===== config.mk =====
export PLATFORM = sky130hd
export DESIGN_NAME = pixel_format_converter_core_flat
export DESIGN_NICKNAME = d
export VERILOG_FILES = /design/src/rtl/pfc_pkg.sv /design/src/rtl/pfc_pix_in_if.sv /design/src/rtl/pfc_pix_out_if.sv /design/src/rtl/pfc_cfg_if.sv /design/src/rtl/pixel_format_converter_core.sv /design/src/flat_wrapper.sv
export SDC_FILE = /design/constraint.sdc
export NUM_CORES = 1
export LEC_CHECK = 0
export BUFFER_PORTS_ARGS = -buffer_cell sky130_fd_sc_hd__buf_2
export CAP_MARGIN = 20
export CORE_AREA = 2 2 175 177
export CTS_CLUSTER_DIAMETER = 120
export DETAILED_ROUTE_END_ITERATION = 10
export DIE_AREA = 0 0 177 179
export PLACE_DENSITY = 0.69
export RECOVER_POWER = 100
export SLEW_MARGIN = 20
export SYNTH_ARGS = -nofsm -noshare
export SYNTH_HDL_FRONTEND = slang
export SYNTH_SLANG_ARGS = --single-unit

===== constraint.sdc =====
create_clock -name clk_i -period 10.8 [get_ports clk_i]
set_input_delay 1.08 -clock clk_i [delete_from_list [all_inputs] [get_ports clk_i]]
set_output_delay 1.08 -clock clk_i [all_outputs]
set_load 0.1 [all_outputs]

===== src/rtl/pfc_pkg.sv =====
// ----------------------------------------------------------------------------
// pfc_pkg: shared types and constants of the pixel format converter
// Format codes, configuration register indexes, luma weights and widths.
// ----------------------------------------------------------------------------
package pfc_pkg;

  typedef logic [7:0] byte_t;

  // Pixel layouts; code 7 is unused and handled by default arms
  typedef enum logic [2:0] {
    FMT_R    = 3'd0,
    FMT_RA   = 3'd1,
    FMT_RG   = 3'd2,
    FMT_RGB  = 3'd3,
    FMT_RGBA = 3'd4,
    FMT_BGR  = 3'd5,
    FMT_BGRA = 3'd6
  } fmt_e;

  localparam int unsigned CfgIdxW  = 8;
  localparam int unsigned CfgDataW = 8;
  localparam int unsigned FmtW     = 3;
  localparam int unsigned CountW   = 3;

  typedef logic [CfgIdxW-1:0]  cfg_idx_t;
  typedef logic [CfgDataW-1:0] cfg_data_t;
  typedef logic [FmtW-1:0]     fmt_t;
  typedef logic [CountW-1:0]   count_t;

  localparam cfg_idx_t CfgIdxSrc = cfg_idx_t'(0);
  localparam cfg_idx_t CfgIdxTgt = cfg_idx_t'(1);

  localparam fmt_t FmtReset = FMT_RGBA;

  // BT.601 luma weights in Q16, summing to 65536
  localparam int unsigned ProdW = 24;
  typedef logic [ProdW-1:0] prod_t;
  localparam prod_t LumaWr = prod_t'(19595);
  localparam prod_t LumaWg = prod_t'(38470);
  localparam prod_t LumaWb = prod_t'(7471);

  localparam byte_t AlphaOpaque = 8'hFF;

endpackage


===== src/rtl/pfc_pix_in_if.sv =====
// ----------------------------------------------------------------------------
// pfc_pix_in_if: source pixel channel
// Valid/ready channel carrying up to four raw bytes of one pixel.
// ----------------------------------------------------------------------------
interface pfc_pix_in_if import pfc_pkg::*; ();
  logic  valid;
  logic  ready;
  byte_t first_byte;
  byte_t second_byte;
  byte_t third_byte;
  byte_t fourth_byte;

  modport source (
    output valid, first_byte, second_byte, third_byte, fourth_byte,
    input  ready
  );
  modport sink (
    input  valid, first_byte, second_byte, third_byte, fourth_byte,
    output ready
  );
endinterface


===== src/rtl/pfc_pix_out_if.sv =====
// ----------------------------------------------------------------------------
// pfc_pix_out_if: converted pixel channel
// Valid/ready channel carrying four output bytes and a byte count.
// ----------------------------------------------------------------------------
interface pfc_pix_out_if import pfc_pkg::*; ();
  logic   valid;
  logic   ready;
  byte_t  out_byte0;
  byte_t  out_byte1;
  byte_t  out_byte2;
  byte_t  out_byte3;
  count_t byte_count;

  modport source (
    output valid, out_byte0, out_byte1, out_byte2, out_byte3, byte_count,
    input  ready
  );
  modport sink (
    input  valid, out_byte0, out_byte1, out_byte2, out_byte3, byte_count,
    output ready
  );
endinterface


===== src/rtl/pfc_cfg_if.sv =====
// ----------------------------------------------------------------------------
// pfc_cfg_if: configuration write channel
// Valid/ready channel carrying a register index and write data.
// ----------------------------------------------------------------------------
interface pfc_cfg_if import pfc_pkg::*; ();
  logic      valid;
  logic      ready;
  cfg_idx_t  index;
  cfg_data_t data;

  modport source (
    output valid, index, data,
    input  ready
  );
  modport sink (
    input  valid, index, data,
    output ready
  );
endinterface


===== src/rtl/pixel_format_converter_core.sv =====
// ----------------------------------------------------------------------------
// pixel_format_converter_core: 8-bit RGB pixel format converter
// Unpacks a pixel in the source layout, computes BT.601 luma and repacks
// it in the target layout, one pixel per clock while pix_out_o does not stall, through a 4-stage pipeline.
// ----------------------------------------------------------------------------
//
//  Channel    Modport  Role                               Transaction
//  ---------  -------  ---------------------------------  ---------------------
//  pix_in_i   sink     source pixel, four raw bytes       valid & ready at clk
//  pix_out_o  source   converted pixel, bytes and count   valid & ready at clk
//  cfg_i      sink     register write (index, data)       valid & ready at clk
//
//  Throughput is one pixel per cycle while pix_out_o does not stall; the four
//  register stages (unpack, multiply, sum, pack) each take a new pixel
//  whenever they advance, and a pixel passes them in that order before
//  pix_out_o valid rises.
//  Reset clears all stage valid bits and loads both formats with RGBA.
//  A stall on pix_out_o holds every full stage; a stage takes new data as
//  soon as it is empty or its successor advances, so nothing drops or repeats.
//  cfg_i is always ready; formats travel with each pixel through the pipe.
//
module pixel_format_converter_core import pfc_pkg::*; (
  input  logic           clk_i,
  input  logic           rst_ni,
  pfc_pix_in_if.sink     pix_in_i,
  pfc_pix_out_if.source  pix_out_o,
  pfc_cfg_if.sink        cfg_i
);

  // --------------------------------------------------------------------------
  // Configuration registers
  // --------------------------------------------------------------------------
  fmt_t src_fmt_q, tgt_fmt_q;

  assign cfg_i.ready = 1'b1;

  always_ff @(posedge clk_i or negedge rst_ni) begin
    if (!rst_ni) begin
      src_fmt_q <= FmtReset;
      tgt_fmt_q <= FmtReset;
    end else if (cfg_i.valid) begin
      // Keep the low format bits; drop writes beyond the register list
      if (cfg_i.index == CfgIdxSrc) begin
        src_fmt_q <= cfg_i.data[FmtW-1:0];
      end else if (cfg_i.index == CfgIdxTgt) begin
        tgt_fmt_q <= cfg_i.data[FmtW-1:0];
      end
    end
  end

  // --------------------------------------------------------------------------
  // Pipeline control: a stage advances when it is empty or its successor does
  // --------------------------------------------------------------------------
  logic s1_valid_q, s2_valid_q, s3_valid_q, s4_valid_q;
  logic s1_en, s2_en, s3_en, s4_en;

  assign s4_en          = !s4_valid_q || pix_out_o.ready;
  assign s3_en          = !s3_valid_q || s4_en;
  assign s2_en          = !s2_valid_q || s3_en;
  assign s1_en          = !s1_valid_q || s2_en;
  assign pix_in_i.ready = s1_en;

  always_ff @(posedge clk_i or negedge rst_ni) begin
    if (!rst_ni) begin
      s1_valid_q <= 1'b0;
      s2_valid_q <= 1'b0;
      s3_valid_q <= 1'b0;
      s4_valid_q <= 1'b0;
    end else begin
      if (s1_en) s1_valid_q <= pix_in_i.valid;
      if (s2_en) s2_valid_q <= s1_valid_q;
      if (s3_en) s3_valid_q <= s2_valid_q;
      if (s4_en) s4_valid_q <= s3_valid_q;
    end
  end

  // --------------------------------------------------------------------------
  // Stage 1: unpack the source layout into r, g, b, a
  // --------------------------------------------------------------------------
  byte_t r_d, g_d, b_d, a_d;

  always_comb begin
    r_d = '0;
    g_d = '0;
    b_d = '0;
    a_d = AlphaOpaque;
    unique case (src_fmt_q)
      FMT_R: begin
        r_d = pix_in_i.first_byte;
        g_d = pix_in_i.first_byte;
        b_d = pix_in_i.first_byte;
      end
      FMT_RA: begin
        r_d = pix_in_i.first_byte;
        g_d = pix_in_i.first_byte;
        b_d = pix_in_i.first_byte;
        a_d = pix_in_i.second_byte;
      end
      FMT_RG: begin
        r_d = pix_in_i.first_byte;
        g_d = pix_in_i.second_byte;
      end
      FMT_RGB: begin
        r_d = pix_in_i.first_byte;
        g_d = pix_in_i.second_byte;
        b_d = pix_in_i.third_byte;
      end
      FMT_RGBA: begin
        r_d = pix_in_i.first_byte;
        g_d = pix_in_i.second_byte;
        b_d = pix_in_i.third_byte;
        a_d = pix_in_i.fourth_byte;
      end
      FMT_BGR: begin
        b_d = pix_in_i.first_byte;
        g_d = pix_in_i.second_byte;
        r_d = pix_in_i.third_byte;
      end
      FMT_BGRA: begin
        b_d = pix_in_i.first_byte;
        g_d = pix_in_i.second_byte;
        r_d = pix_in_i.third_byte;
        a_d = pix_in_i.fourth_byte;
      end
      default: begin
        // Unused source code: black, opaque
      end
    endcase
  end

  byte_t s1_r_q, s1_g_q, s1_b_q, s1_a_q;
  logic  s1_src_r_q;
  fmt_t  s1_tgt_q;

  always_ff @(posedge clk_i) begin
    if (s1_en && pix_in_i.valid) begin
      s1_r_q     <= r_d;
      s1_g_q     <= g_d;
      s1_b_q     <= b_d;
      s1_a_q     <= a_d;
      s1_src_r_q <= (src_fmt_q == FMT_R);
      s1_tgt_q   <= tgt_fmt_q;
    end
  end

  // --------------------------------------------------------------------------
  // Stage 2: weight each channel (three 24x8 products)
  // --------------------------------------------------------------------------
  prod_t s2_pr_q, s2_pg_q, s2_pb_q;
  byte_t s2_r_q, s2_g_q, s2_b_q, s2_a_q;
  logic  s2_src_r_q;
  fmt_t  s2_tgt_q;

  always_ff @(posedge clk_i) begin
    if (s2_en && s1_valid_q) begin
      s2_pr_q    <= LumaWr * prod_t'(s1_r_q);
      s2_pg_q    <= LumaWg * prod_t'(s1_g_q);
      s2_pb_q    <= LumaWb * prod_t'(s1_b_q);
      s2_r_q     <= s1_r_q;
      s2_g_q     <= s1_g_q;
      s2_b_q     <= s1_b_q;
      s2_a_q     <= s1_a_q;
      s2_src_r_q <= s1_src_r_q;
      s2_tgt_q   <= s1_tgt_q;
    end
  end

  // --------------------------------------------------------------------------
  // Stage 3: for an R source red passes through, else sum the products and take the integer part as gray
  // --------------------------------------------------------------------------
  prod_t luma_sum;
  byte_t gray_d;

  // Weights sum to 1.0 in Q16, so the sum never exceeds 24 bits
  assign luma_sum = s2_pr_q + s2_pg_q + s2_pb_q;
  assign gray_d   = s2_src_r_q ? s2_r_q : luma_sum[ProdW-1 -: 8];

  byte_t s3_r_q, s3_g_q, s3_b_q, s3_a_q, s3_gray_q;
  fmt_t  s3_tgt_q;

  always_ff @(posedge clk_i) begin
    if (s3_en && s2_valid_q) begin
      s3_r_q    <= s2_r_q;
      s3_g_q    <= s2_g_q;
      s3_b_q    <= s2_b_q;
      s3_a_q    <= s2_a_q;
      s3_gray_q <= gray_d;
      s3_tgt_q  <= s2_tgt_q;
    end
  end

  // --------------------------------------------------------------------------
  // Stage 4: repack in the target layout into the output register
  // --------------------------------------------------------------------------
  byte_t  o0_d, o1_d, o2_d, o3_d;
  count_t cnt_d;

  always_comb begin
    o0_d  = '0;
    o1_d  = '0;
    o2_d  = '0;
    o3_d  = '0;
    cnt_d = '0;
    unique case (s3_tgt_q)
      FMT_R: begin
        o0_d  = s3_gray_q;
        cnt_d = count_t'(1);
      end
      FMT_RA: begin
        o0_d  = s3_gray_q;
        o1_d  = s3_a_q;
        cnt_d = count_t'(2);
      end
      FMT_RG: begin
        o0_d  = s3_r_q;
        o1_d  = s3_g_q;
        cnt_d = count_t'(2);
      end
      FMT_RGB: begin
        o0_d  = s3_r_q;
        o1_d  = s3_g_q;
        o2_d  = s3_b_q;
        cnt_d = count_t'(3);
      end
      FMT_RGBA: begin
        o0_d  = s3_r_q;
        o1_d  = s3_g_q;
        o2_d  = s3_b_q;
        o3_d  = s3_a_q;
        cnt_d = count_t'(4);
      end
      FMT_BGR: begin
        o0_d  = s3_b_q;
        o1_d  = s3_g_q;
        o2_d  = s3_r_q;
        cnt_d = count_t'(3);
      end
      FMT_BGRA: begin
        o0_d  = s3_b_q;
        o1_d  = s3_g_q;
        o2_d  = s3_r_q;
        o3_d  = s3_a_q;
        cnt_d = count_t'(4);
      end
      default: begin
        // Unused target code: all zero, count zero marks it invalid
      end
    endcase
  end

  byte_t  s4_o0_q, s4_o1_q, s4_o2_q, s4_o3_q;
  count_t s4_cnt_q;

  always_ff @(posedge clk_i) begin
    if (s4_en && s3_valid_q) begin
      s4_o0_q  <= o0_d;
      s4_o1_q  <= o1_d;
      s4_o2_q  <= o2_d;
      s4_o3_q  <= o3_d;
      s4_cnt_q <= cnt_d;
    end
  end

  assign pix_out_o.valid      = s4_valid_q;
  assign pix_out_o.out_byte0  = s4_o0_q;
  assign pix_out_o.out_byte1  = s4_o1_q;
  assign pix_out_o.out_byte2  = s4_o2_q;
  assign pix_out_o.out_byte3  = s4_o3_q;
  assign pix_out_o.byte_count = s4_cnt_q;

endmodule


===== src/flat_wrapper.sv =====
// flat-port wrapper written by rule: the top's interface ports become plain ports
module pixel_format_converter_core_flat import pfc_pkg::*;
  (clk_i, rst_ni, pix_in_i_valid, pix_in_i_first_byte, pix_in_i_second_byte, pix_in_i_third_byte, pix_in_i_fourth_byte, pix_in_i_ready, pix_out_o_valid, pix_out_o_out_byte0, pix_out_o_out_byte1, pix_out_o_out_byte2, pix_out_o_out_byte3, pix_out_o_byte_count, pix_out_o_ready, cfg_i_valid, cfg_i_index, cfg_i_data, cfg_i_ready);
  pfc_pix_in_if pix_in_i_i ();
  pfc_pix_out_if pix_out_o_i ();
  pfc_cfg_if cfg_i_i ();
  input  logic clk_i;
  input  logic rst_ni;
  input wire logic [$bits(pix_in_i_i.valid)-1:0] pix_in_i_valid;
  input wire logic [$bits(pix_in_i_i.first_byte)-1:0] pix_in_i_first_byte;
  input wire logic [$bits(pix_in_i_i.second_byte)-1:0] pix_in_i_second_byte;
  input wire logic [$bits(pix_in_i_i.third_byte)-1:0] pix_in_i_third_byte;
  input wire logic [$bits(pix_in_i_i.fourth_byte)-1:0] pix_in_i_fourth_byte;
  output wire logic [$bits(pix_in_i_i.ready)-1:0] pix_in_i_ready;
  output wire logic [$bits(pix_out_o_i.valid)-1:0] pix_out_o_valid;
  output wire logic [$bits(pix_out_o_i.out_byte0)-1:0] pix_out_o_out_byte0;
  output wire logic [$bits(pix_out_o_i.out_byte1)-1:0] pix_out_o_out_byte1;
  output wire logic [$bits(pix_out_o_i.out_byte2)-1:0] pix_out_o_out_byte2;
  output wire logic [$bits(pix_out_o_i.out_byte3)-1:0] pix_out_o_out_byte3;
  output wire logic [$bits(pix_out_o_i.byte_count)-1:0] pix_out_o_byte_count;
  input wire logic [$bits(pix_out_o_i.ready)-1:0] pix_out_o_ready;
  input wire logic [$bits(cfg_i_i.valid)-1:0] cfg_i_valid;
  input wire logic [$bits(cfg_i_i.index)-1:0] cfg_i_index;
  input wire logic [$bits(cfg_i_i.data)-1:0] cfg_i_data;
  output wire logic [$bits(cfg_i_i.ready)-1:0] cfg_i_ready;
  assign pix_in_i_i.valid = pix_in_i_valid;
  assign pix_in_i_i.first_byte = pix_in_i_first_byte;
  assign pix_in_i_i.second_byte = pix_in_i_second_byte;
  assign pix_in_i_i.third_byte = pix_in_i_third_byte;
  assign pix_in_i_i.fourth_byte = pix_in_i_fourth_byte;
  assign pix_in_i_ready = pix_in_i_i.ready;
  assign pix_out_o_valid = pix_out_o_i.valid;
  assign pix_out_o_out_byte0 = pix_out_o_i.out_byte0;
  assign pix_out_o_out_byte1 = pix_out_o_i.out_byte1;
  assign pix_out_o_out_byte2 = pix_out_o_i.out_byte2;
  assign pix_out_o_out_byte3 = pix_out_o_i.out_byte3;
  assign pix_out_o_byte_count = pix_out_o_i.byte_count;
  assign pix_out_o_i.ready = pix_out_o_ready;
  assign cfg_i_i.valid = cfg_i_valid;
  assign cfg_i_i.index = cfg_i_index;
  assign cfg_i_i.data = cfg_i_data;
  assign cfg_i_ready = cfg_i_i.ready;
  pixel_format_converter_core u_core (.clk_i(clk_i), .rst_ni(rst_ni), .pix_in_i(pix_in_i_i), .pix_out_o(pix_out_o_i), .cfg_i(cfg_i_i));
endmodule

After elaboration in Yosys (flattened, before gate mapping)
Cells that the tools add are included.
{"block": "word_totals", "ff_bits": 227}
{"block": "classes", "addsub": 2, "multipliers": 3, "n_eq_ne": 13, "n_mux": 9, "bitwise": 1, "reduce_logical": 32}
{"cell": "8-bit one-hot mux with 2 select lines", "n": 6}
{"cell": "15-bit by 8-bit multiplier with 23-bit output, first input constant", "n": 2}
{"cell": "23-bit by 24-bit adder with 24-bit output", "n": 1}
{"cell": "24-bit by 21-bit adder with 24-bit output", "n": 1}
{"cell": "8-bit one-hot mux with 3 select lines", "n": 1}
{"cell": "13-bit by 8-bit multiplier with 21-bit output, first input constant", "n": 1}
{"cell": "2-bit OR reduction", "n": 10}
{"cell": "3-bit == test, second input constant", "n": 6}
{"cell": "5-bit OR reduction", "n": 3}
{"cell": "3-bit by 2-bit == test with 1-bit output, second input constant", "n": 4}
{"cell": "3-bit one-hot mux with 4 select lines", "n": 1}
{"cell": "8-bit by 1-bit == test with 1-bit output, second input constant", "n": 1}
{"cell": "8-bit logical NOT", "n": 1}
{"cell": "8-bit 2-to-1 mux", "n": 1}
{"cell": "3-bit by 1-bit == test with 1-bit output, second input constant", "n": 2}
{"cell": "3-bit logical NOT", "n": 2}
{"cell": "1-bit logical AND", "n": 4}
{"cell": "1-bit logical NOT", "n": 4}
{"cell": "1-bit logical OR", "n": 4}
{"cell": "4-bit OR reduction", "n": 1}
{"cell": "3-bit AND reduction", "n": 1}
{"cell": "3-bit OR reduction", "n": 1}
{"cell": "2-bit AND reduction", "n": 1}
{"cell": "1-bit inverter", "n": 1}

Logic depth before layout (Yosys ltp)
Gate-level depths: netlist of the first run.
{"block": "depth", "depth_word": 6, "mapped_depth": 15, "depth_no_buf": 15}

Worst setup path before layout of the first run
No wires, ideal clock.
{"block": "synth_path", "path_type": "register to register", "start": "reg u_core.s1_b_q[5]", "end": "reg u_core.s2_pb_q[16], data pin", "setup_time_ps": 258, "t_arrival_ps": 4294, "required_ps": 10542, "setup_slack_ps": 6249, "stages_incl_launch_ff": 15, "n_path_buf": 0, "synth_period_minus_slack_ps": 4551, "cell_sequence": "edfxtp_1 > fa_1 > fa_1 > fa_1 > inv_1 > fa_1 > inv_1 > ha_1 > o21ai_0 > nand2b_1 > a21oi_1 > o31ai_1 > a2111oi_1 > o21bai_1 > xnor2_1"}
{"block": "synth_via", "elab_chain_len": 1}
{"element": "from (decl)", "line_no": "pixel_format_converter_core.sv:131", "text": "byte_t s1_r_q, s1_g_q, s1_b_q, s1_a_q;"}
{"element": "from (signal assigned)", "line_no": "pixel_format_converter_core.sv:139", "text": "s1_b_q <= b_d;"}
{"element": "13-bit by 8-bit multiplier with 21-bit output", "line_no": "pixel_format_converter_core.sv:158", "text": "s2_pb_q <= LumaWb * prod_t'(s1_b_q);"}
{"element": "to (signal assigned)", "line_no": "pixel_format_converter_core.sv:158"}
{"element": "to (decl)", "line_no": "pixel_format_converter_core.sv:149", "text": "prod_t s2_pr_q, s2_pg_q, s2_pb_q;"}
No other way between the ends.
A chain may end at the register's enable or synchronous reset.

Worst setup path in the final report of the first run
{"block": "layout_path", "start": "in pix_out_o_ready", "end": "reg u_core.s2_pb_q[7], enable pin"}
{"block": "layout_via", "elab_chain_len": 4}
{"element": "from (decl)", "line_no": "flat_wrapper.sv:21", "text": "input wire logic [$bits(pix_out_o_i.ready)-1:0] pix_out_o_ready;"}
{"element": "1-bit logical OR", "line_no": "pixel_format_converter_core.sv:57", "text": "assign s4_en = !s4_valid_q || pix_out_o.ready;"}
{"element": "1-bit logical OR", "line_no": "pixel_format_converter_core.sv:58", "text": "assign s3_en = !s3_valid_q || s4_en;"}
{"element": "1-bit logical OR", "line_no": "pixel_format_converter_core.sv:59", "text": "assign s2_en = !s2_valid_q || s3_en;"}
{"element": "1-bit logical AND", "line_no": "pixel_format_converter_core.sv:155", "text": "if (s2_en && s1_valid_q) begin"}
No other way between the ends.

==> results of run 1 <==
==> per-layer routing <==
layer  up-vias  global-route usage  part of all wire
met5         -                   0                 0
met4         0              0.0620             0.031
met3        48              0.0216             0.049
met2       217               0.318              0.47
met1      4663               0.273              0.45
li1       4676                   -                 -
==> critical path, delay by kind of cell <==
| family | cells | cell delay, ps |
|---|---|---|
| simple gates | 3 | 1500 |
| buf+inv | 2 | 2890 |
==> registers in the layout (all words and copies together) (netlist names), 8 cells and up <==
name                        flops
u_core.pix_out_o.out_byte3      8
u_core.s2_b_q                   8
u_core.s3_g_q                   8
u_core.s1_b_q                   8
u_core.s1_a_q                   8
u_core.s2_r_q                   8
u_core.s3_b_q                   8
u_core.s2_a_q                   8
u_core.pix_out_o.out_byte2      8
u_core.s1_g_q                   8
u_core.s2_g_q                   8
u_core.s3_gray_q                8
u_core.s1_r_q                   8
u_core.s3_r_q                   8
u_core.s2_pg_q                 22
u_core.s2_pr_q                 22
u_core.s3_a_q                   8
u_core.pix_out_o.out_byte0      8
u_core.pix_out_o.out_byte1      8
u_core.s2_pb_q                 20
==> cell type report <==
cell class	instances	area, um2
Timing Repair Buffer	87	384
Fill cell	2549	13500
Multi-Input combinational cell	840	7700
Inverter	138	518
Sequential cell	224	6680
Clock inverter	15	143
Clock buffer	27	612
Tap cell	396	495
Antenna cell	1	2.50
==> logic make-up after synthesis <==
group,count (synthesis)
AOI/OAI and AO/OA,260
other,1
buffers and inverters,169
xor gates and xnor gates,50
muxes,22
adders and majority gates,284
DFF,224
and+or+nand+nor,223
==> how the worst max path moves through the flow <==
stage	cells after the start	start	to	slack [ps]
after floorplan	14	u_core.s1_b_q[5]$_DFFE_PP_	u_core.s2_pb_q[16]$_DFFE_PP_	6250
after CTS	14	u_core.s1_b_q[5]$_DFFE_PP_	u_core.s2_pb_q[16]$_DFFE_PP_	5670
final	5	pix_out_o_ready	u_core.s2_pb_q[7]$_DFFE_PP_	5300
after global routing	5	pix_out_o_ready	u_core.s2_pb_q[13]$_DFFE_PP_	4750
after global placement	14	u_core.s1_b_q[5]$_DFFE_PP_	u_core.s2_pb_q[16]$_DFFE_PP_	5710
after detailed placement	14	u_core.s1_b_q[5]$_DFFE_PP_	u_core.s2_pb_q[16]$_DFFE_PP_	5690
==> power by group through the flow <==
stage	clock network (mW)	registers (mW)	logic [mW]
2_1_floorplan	0	1.52	1.65
3_3_place_gp	0	1.43	2.18
3_5_place_dp	0	1.44	2.23
4_1_cts	0.801	1.42	2.25
5_1_grt	0.834	1.45	2.47
6_report	0.784	1.42	2.17
==> cell usage in the layout, fill, tap and decap left out, types with 24 or more instances in the layout <==
cell type	Yosys	final
clkbuf_1	27	44
edfxtp_1	214	214
fa_1	82	82
o21ai_0	67	68
nor2_1	34	34
xnor2_1	32	32
clkbuf_16	0	24
a21oi_1	39	39
buf_2	0	46
nand2_1	87	87
a22o_1	25	25
ha_1	202	202
inv_1	137	137
==> stage by stage <==
stage	util	worst slack, ps	area [um2]	hold slack, ps	cells
after floorplan	-	6250	15100	400	1233
after global placement	0.529	5710	15900	404	1685
after detailed placement	0.529	5690	15900	405	1685
after CTS	0.554	5670	16600	412	1727
after global routing	0.551	4750	16500	426	1727
final	0.551	5300	16500	413	1728
==> flow_metrics.env, run 1 <==
export IMPL_synth_nets=1570
export IMPL_critical_path_arrival_ps=5520
export IMPL_powerDensity_nw_per_um2=265
export IMPL_crit_slowest_cell="clkbuf_1"
export IMPL_rsz0062_at_grt="false"
export IMPL_switchingPower_mw=1.76
export IMPL_switching_share=0.402
export IMPL_hold_depth=0
export IMPL_cts_num_sinks=224
export IMPL_fin_crit_ps=5500
export IMPL_dieArea_um2=31700
export IMPL_dr_pass1_iters=5
export IMPL_synth_mux_area_frac=0.0150
export IMPL_grt_pass1_wl_um=48200
export IMPL_clock_skew_ps=17.5
export IMPL_leakagePower_nw=7.09
export IMPL_fp_coreArea_um2=30000
export IMPL_reg2reg_to="u_core.s2_pb_q[7]$_DFFE_PP_"
export IMPL_hpwl_um=23500
export IMPL_max_cap_violations=5
export IMPL_violations="capacitance limit, slew limit"
export IMPL_r2r_start="u_core.pix_out_o.valid$_DFFE_PN0P_"
export IMPL_seq_area_frac_synth=0.444
export IMPL_synth_adder_area_share=0.277
export IMPL_synth_common_cells="214 x edfxtp_1, 202 x ha_1, 137 x inv_1"
export IMPL_yosys_warnings=0
export IMPL_ant_nets=0
export IMPL_syn_inst=1233
export IMPL_ys_ff_latch=224
export IMPL_setup_violations=0
export IMPL_drt_iter0_markers=600
export IMPL_cp_start_kind="primary input"
export IMPL_synth_compound_area_frac=0.121
export IMPL_port_buffers=84
export IMPL_cpPeakStageDelay_ps=2810
export IMPL_syn_avg_cell_area_um2=12.2
export IMPL_synth_edff_count=214
export IMPL_dieWidth_um=177
export IMPL_cp_cell_sequence="buf_2 -> nor2b_1 -> nand3_1 -> and2_0 -> clkbuf_1"
export IMPL_cts_tree="built"
export IMPL_clk_pin_slew_ps=60
export IMPL_avgRoutedWirePerCell_um=17.5
export IMPL_cts_hold_buf=0
export IMPL_p_seq_frac=0.325
export IMPL_clk_latency_ps=520
export IMPL_clock_fmax_ghz=0.182
export IMPL_r2r_cells=4
export IMPL_fin_setup_tns_ps=0
export IMPL_grt_pass1_vias=9278
export IMPL_power_frac_comb=0.496
export IMPL_status="complete, but fails checks"
export IMPL_wirelength_um=30200
export IMPL_io_pins=91
export IMPL_synth_simple_gate_area_share=0.0720
export IMPL_vias=9604
export IMPL_vias_per_cell=5.56
export IMPL_synth_top_family_by_area="adder cells"
export IMPL_grt_use_total=0.195
export IMPL_clockBufferDepth=3
export IMPL_antenna_found_initial=7
export IMPL_path_max_fanout=75
export IMPL_syn2layout_area_growth_pct=9.83
export IMPL_total_power_mw=4.38
export IMPL_cts_root_buffer="clkbuf_16"
export IMPL_holdPathEnd="u_core.s2_a_q[1]$_DFFE_PP_"
export IMPL_synth_xor_area_frac=0.0291
export IMPL_crit_type="primary input to flop"
export IMPL_yosysMostFrequentCell="edfxtp_1"
export IMPL_gp_congestion=0.889
export IMPL_hold_viol_final=0
export IMPL_post_route_drc_count=0
export IMPL_synthFlopType="edfxtp_1"
export IMPL_finalCritPeriodShare=0.509
export IMPL_drive_gt1_frac=0.0751
export IMPL_rows=64
export IMPL_syn_cell_area_um2=15100
export IMPL_synth_distinct_cells=71
export IMPL_reg2reg_slack_ps=5470
export IMPL_hp_start="u_core.s1_a_q[1]$_DFFE_PP_"
export IMPL_yosysTopAreaCell="edfxtp_1"
export IMPL_die_h_um=179
export IMPL_initial_core_util=0.501
export IMPL_min_path_type="flop to flop"
export IMPL_grt_max_degree=76
export IMPL_synth_area_top_cells="edfxtp_1 43%, ha_1 17%, fa_1 11%, inv_1 3.4%, o21ai_0 2.2%"
export IMPL_final_nets=1652
export IMPL_relSlewSlack=-1.57
export IMPL_grt_ovfl_total=0
export IMPL_power_internal_mw=2.62
export IMPL_post_cts_setup_buffers=0
export IMPL_slew_viol_final=220
export IMPL_worst_pin_slew_ps=3860
export IMPL_async_flop_share=0.0446
export IMPL_htree_levels=1
export IMPL_synth_top_area_share=0.427
export IMPL_cts_buffers=24
export IMPL_ir_worst_vdd_v=0.000159
export IMPL_cts_resized=0
export IMPL_cp_required_ps=10820
export IMPL_cp_end_kind="flop"
export IMPL_power_frac_clock=0.179
Note: power is estimated with default switching activity, not from simulation.
==> run 2, diff against run 1 <==
--- a/config.mk
+++ b/config.mk
@@ -5,13 +5,14 @@
 export SDC_FILE = /design/constraint.sdc
 export NUM_CORES = 1
 export LEC_CHECK = 0
+export ABC_AREA = 1
 export BUFFER_PORTS_ARGS = -buffer_cell sky130_fd_sc_hd__buf_2
 export CAP_MARGIN = 20
-export CORE_AREA = 2 2 175 177
+export CORE_AREA = 2 2 179 181
 export CTS_CLUSTER_DIAMETER = 120
 export DETAILED_ROUTE_END_ITERATION = 10
-export DIE_AREA = 0 0 177 179
-export PLACE_DENSITY = 0.69
+export DIE_AREA = 0 0 181 183
+export PLACE_DENSITY = 0.71
 export RECOVER_POWER = 100
 export SLEW_MARGIN = 20
 export SYNTH_ARGS = -nofsm -noshare
==> constraint.sdc (replaced) <==
create_clock -name clk_i -period 4.8 [get_ports clk_i]
set_input_delay 0.48 -clock clk_i [delete_from_list [all_inputs] [get_ports clk_i]]
set_output_delay 0.48 -clock clk_i [all_outputs]
set_load 0.1 [all_outputs]
==> run 2 against run 1 <==
  * Die area grew 4.5%
  * Clock skew grew 3.4 ps
  * Register-to-register slack lost 5000 ps
  * The flow still finishes with violations (capacitance limit, slew limit)
  * Critical path depth grew 12
  * Sequential share of layout area shrank 2.0 points
  * Power grew to 2.7 times the previous value
  * Flip-flop and latch count is the same
==> flow_metrics.env, run 2 <==
export IMPL_yosysMostFrequentCell="nand2_1"
export IMPL_clockBufferDepth=3
export IMPL_crit_type="flop to flop"
export IMPL_clk_latency_ps=530
export IMPL_grt_max_degree=44
export IMPL_post_route_drc_count=0
export IMPL_ir_worst_vdd_v=0.000315
export IMPL_fp_coreArea_um2=31200
export IMPL_cp_common_cell="nand2_1"
export IMPL_synth_common_cells="315 x nand2_1, 294 x inv_1, 214 x edfxtp_1"
export IMPL_syn2layout_area_growth_pct=11.1
export IMPL_yosysTopAreaCell="edfxtp_1"
export IMPL_cp_start_kind="flop"
export IMPL_status="complete, but fails checks"
export IMPL_io_pins=91
export IMPL_cts_root_buffer="clkbuf_16"
export IMPL_drt_iter0_markers=727
export IMPL_rsz0062_at_grt="false"
export IMPL_cp_num_buf_inv=2
export IMPL_cp_end_kind="flop"
export IMPL_met2WireLength_um=16500
export IMPL_synth_top_area_share=0.410
export IMPL_dpl_cell_area_um2=16600
export IMPL_setup_violations=0
export IMPL_syn_cell_area_um2=15700
export IMPL_drive_gt1_frac=0.0648
export IMPL_rows=65
export IMPL_wirelength_um=35500
export IMPL_hold_viol_final=0
export IMPL_synth_area_top_cells="edfxtp_1 41%, ha_1 16%, fa_1 10%, nand2_1 7.5%, inv_1 7.0%"
export IMPL_relSlewSlack=-0.427
export IMPL_cts_buffers=25
export IMPL_crit_slowest_cell="fa_1"
export IMPL_violations="capacitance limit, slew limit"
export IMPL_max_cap_violations=4
export IMPL_antenna_found_initial=2
export IMPL_post_cts_setup_buffers=0
export IMPL_die_h_um=183
export IMPL_cts_tree="built"
export IMPL_initial_core_util=0.502
export IMPL_reg2reg_to="u_core.s2_pb_q[20]$_DFFE_PP_"
export IMPL_final_cell_mix="321 x nand2_1, 293 x inv_1, 214 x edfxtp_1, 202 x ha_1, 92 x nor2_1"
export IMPL_clock_skew_ps=20.9
export IMPL_synth_distinct_cells=42
export IMPL_fillerInstances=2737
export IMPL_hold_depth=3
export IMPL_hp_start="pix_in_i_valid"
export IMPL_synthFlopType="edfxtp_1"
export IMPL_fin_setup_tns_ps=0
export IMPL_gp_congestion=0.899
export IMPL_final_common_cell="nand2_1"
export IMPL_yosys_warnings=0
export IMPL_synth_edff_count=214
export IMPL_fin_ws_ps=501
export IMPL_top_layer="met5"
export IMPL_ant_nets=0
export IMPL_stdcell_area_um2=17400
export IMPL_cp_cell_sequence="fa_1 -> fa_1 -> fa_1 -> inv_1 -> fa_1 -> inv_1 -> ha_1 -> nand2_1 -> nand2_1 -> a21oi_1 -> nand2_1 -> nand2_1 -> nand2_1 -> nand2_1 -> nand2_1 -> nand2_1 -> nand2_1"
export IMPL_clock_fmax_ghz=0.233
export IMPL_port_buffers=84
export IMPL_synth_nets=1906
export IMPL_cts_hold_buf=1
export IMPL_cpPeakStageDelay_ps=580
export IMPL_dieArea_um2=33100
export IMPL_min_path_type="primary input to flop"
export IMPL_drt_met1_wl_um=15900
export IMPL_cp_top_family="adder cells"
export IMPL_powerDensity_nw_per_um2=675
export IMPL_htree_levels=1
export IMPL_worst_pin_slew_ps=2140
export IMPL_finalCritPeriodShare=0.896
export IMPL_avgRoutedWirePerCell_um=16.9
export IMPL_r2r_cells=17
export IMPL_fin_crit_ps=4300
export IMPL_reg_largest_list="u_core.s2_pg_q: 22 flops, u_core.s2_pr_q: 22 flops, u_core.s2_pb_q: 20 flops"
export IMPL_cts_num_sinks=224
export IMPL_ys_ff_latch=224
export IMPL_leakagePower_nw=8.36
export IMPL_n_antenna_cell=0
export IMPL_cp_required_ps=5080
export IMPL_vias=11100
export IMPL_r2r_start="u_core.s1_b_q[6]$_DFFE_PP_"
export IMPL_dieWidth_um=181
export IMPL_holdPathEnd="u_core.s1_valid_q$_DFFE_PN0N_"
export IMPL_dr_pass1_iters=5
export IMPL_syn_avg_cell_area_um2=9.98
export IMPL_syn_inst=1569
export IMPL_critical_path_arrival_ps=4580
export IMPL_seq_area_frac_synth=0.426
export IMPL_hpwl_um=29100
export IMPL_async_flop_share=0.0446
export IMPL_cts_resized=0
export IMPL_grt_pass1_wl_um=56700
export IMPL_slew_viol_final=160
export IMPL_grt_pass1_vias=11000
export IMPL_clk_pin_slew_ps=60
export IMPL_reg2reg_slack_ps=500
export IMPL_dp_slack_ps=526
export IMPL_wl_met3_um=2260
export IMPL_path_max_fanout=7
export IMPL_vias_per_cell=5.28
export IMPL_final_nets=2018
export IMPL_grt_use_total=0.218
export IMPL_grt_ovfl_total=0
-- run 2: metrics by stage --
step / std cells / hold slack, ps / total power, mW / utilization
floorplan: 1569 / 184 / 8.04 / -
global placement: 2055 / 363 / 9.57 / 0.532
detailed placement: 2055 / 369 / 9.71 / 0.532
CTS: 2100 / 139 / 11.8 / 0.561
global route: 2100 / 142 / 12.8 / 0.557
finish: 2100 / 162 / 11.7 / 0.557
-- run 2: worst max-delay path by stage --
stage                     depth (start not counted)                            to  slack (ps)                  startpoint
after CTS                                        17  u_core.s2_pb_q[20]$_DFFE_PP_         530  u_core.s1_b_q[6]$_DFFE_PP_
after floorplan                                  17  u_core.s2_pb_q[20]$_DFFE_PP_         840  u_core.s1_b_q[5]$_DFFE_PP_
final                                            17  u_core.s2_pb_q[20]$_DFFE_PP_         500  u_core.s1_b_q[6]$_DFFE_PP_
after global routing                             17  u_core.s2_pb_q[20]$_DFFE_PP_         250  u_core.s1_b_q[6]$_DFFE_PP_
after detailed placement                         17  u_core.s2_pb_q[20]$_DFFE_PP_         530  u_core.s1_b_q[6]$_DFFE_PP_
after global placement                           17  u_core.s2_pb_q[20]$_DFFE_PP_         620  u_core.s1_b_q[6]$_DFFE_PP_
-- run 2: routing by layer --
metal,track usage,vias up
met3,0.0346,52
met2,0.359,306
met5,0,-
met1,0.305,5284
met4,0.0556,2
li1,-,5435
-- run 2: final cells by class --
type / instances / area, um2 / area share
multi-input cells: 1043 / 7790 / 0.448
clock buffers: 30 / 674 / 0.0388
clock inverters: 14 / 225 / 0.0129
repair buffers: 91 / 407 / 0.0234
inverters: 296 / 1110 / 0.0639
well taps: 402 / 503 / 0.0289
flip-flops and latches: 224 / 6680 / 0.384
-- run 2: worst reg2reg max path: stages, from the launching register on --
cell	delay, ps
edfxtp_1	530
fa_1	580
fa_1	540
fa_1	550
inv_1	60
fa_1	540
inv_1	50
ha_1	340
nand2_1	80
nand2_1	60
a21oi_1	120
nand2_1	150
nand2_1	100
nand2_1	110
nand2_1	100
nand2_1	50
nand2_1	50
nand2_1	50
-- run 2: logic make-up (layout without fill, tap and decap cells) --
kind of cell / after synthesis / after routing / share of synthesized area
XOR/XNOR: 42 / 42 / 0.0240
AO/OA/AOI/OAI: 187 / 187 / 0.0685
adder cells (fa/ha/maj): 284 / 284 / 0.266
other: 1 / 1 / 0.000239
flip-flops: 224 / 224 / 0.426
buffers and inverters: 302 / 431 / 0.0731
AND/OR/NAND/NOR: 529 / 529 / 0.142
-- run 2: where the power goes --
group | switching [mW] | internal (mW)
Clock | 0.772 | 1.28
Combinational | 4.37 | 2.21
Sequential | 0.298 | 2.81
Total | 5.44 | 6.30
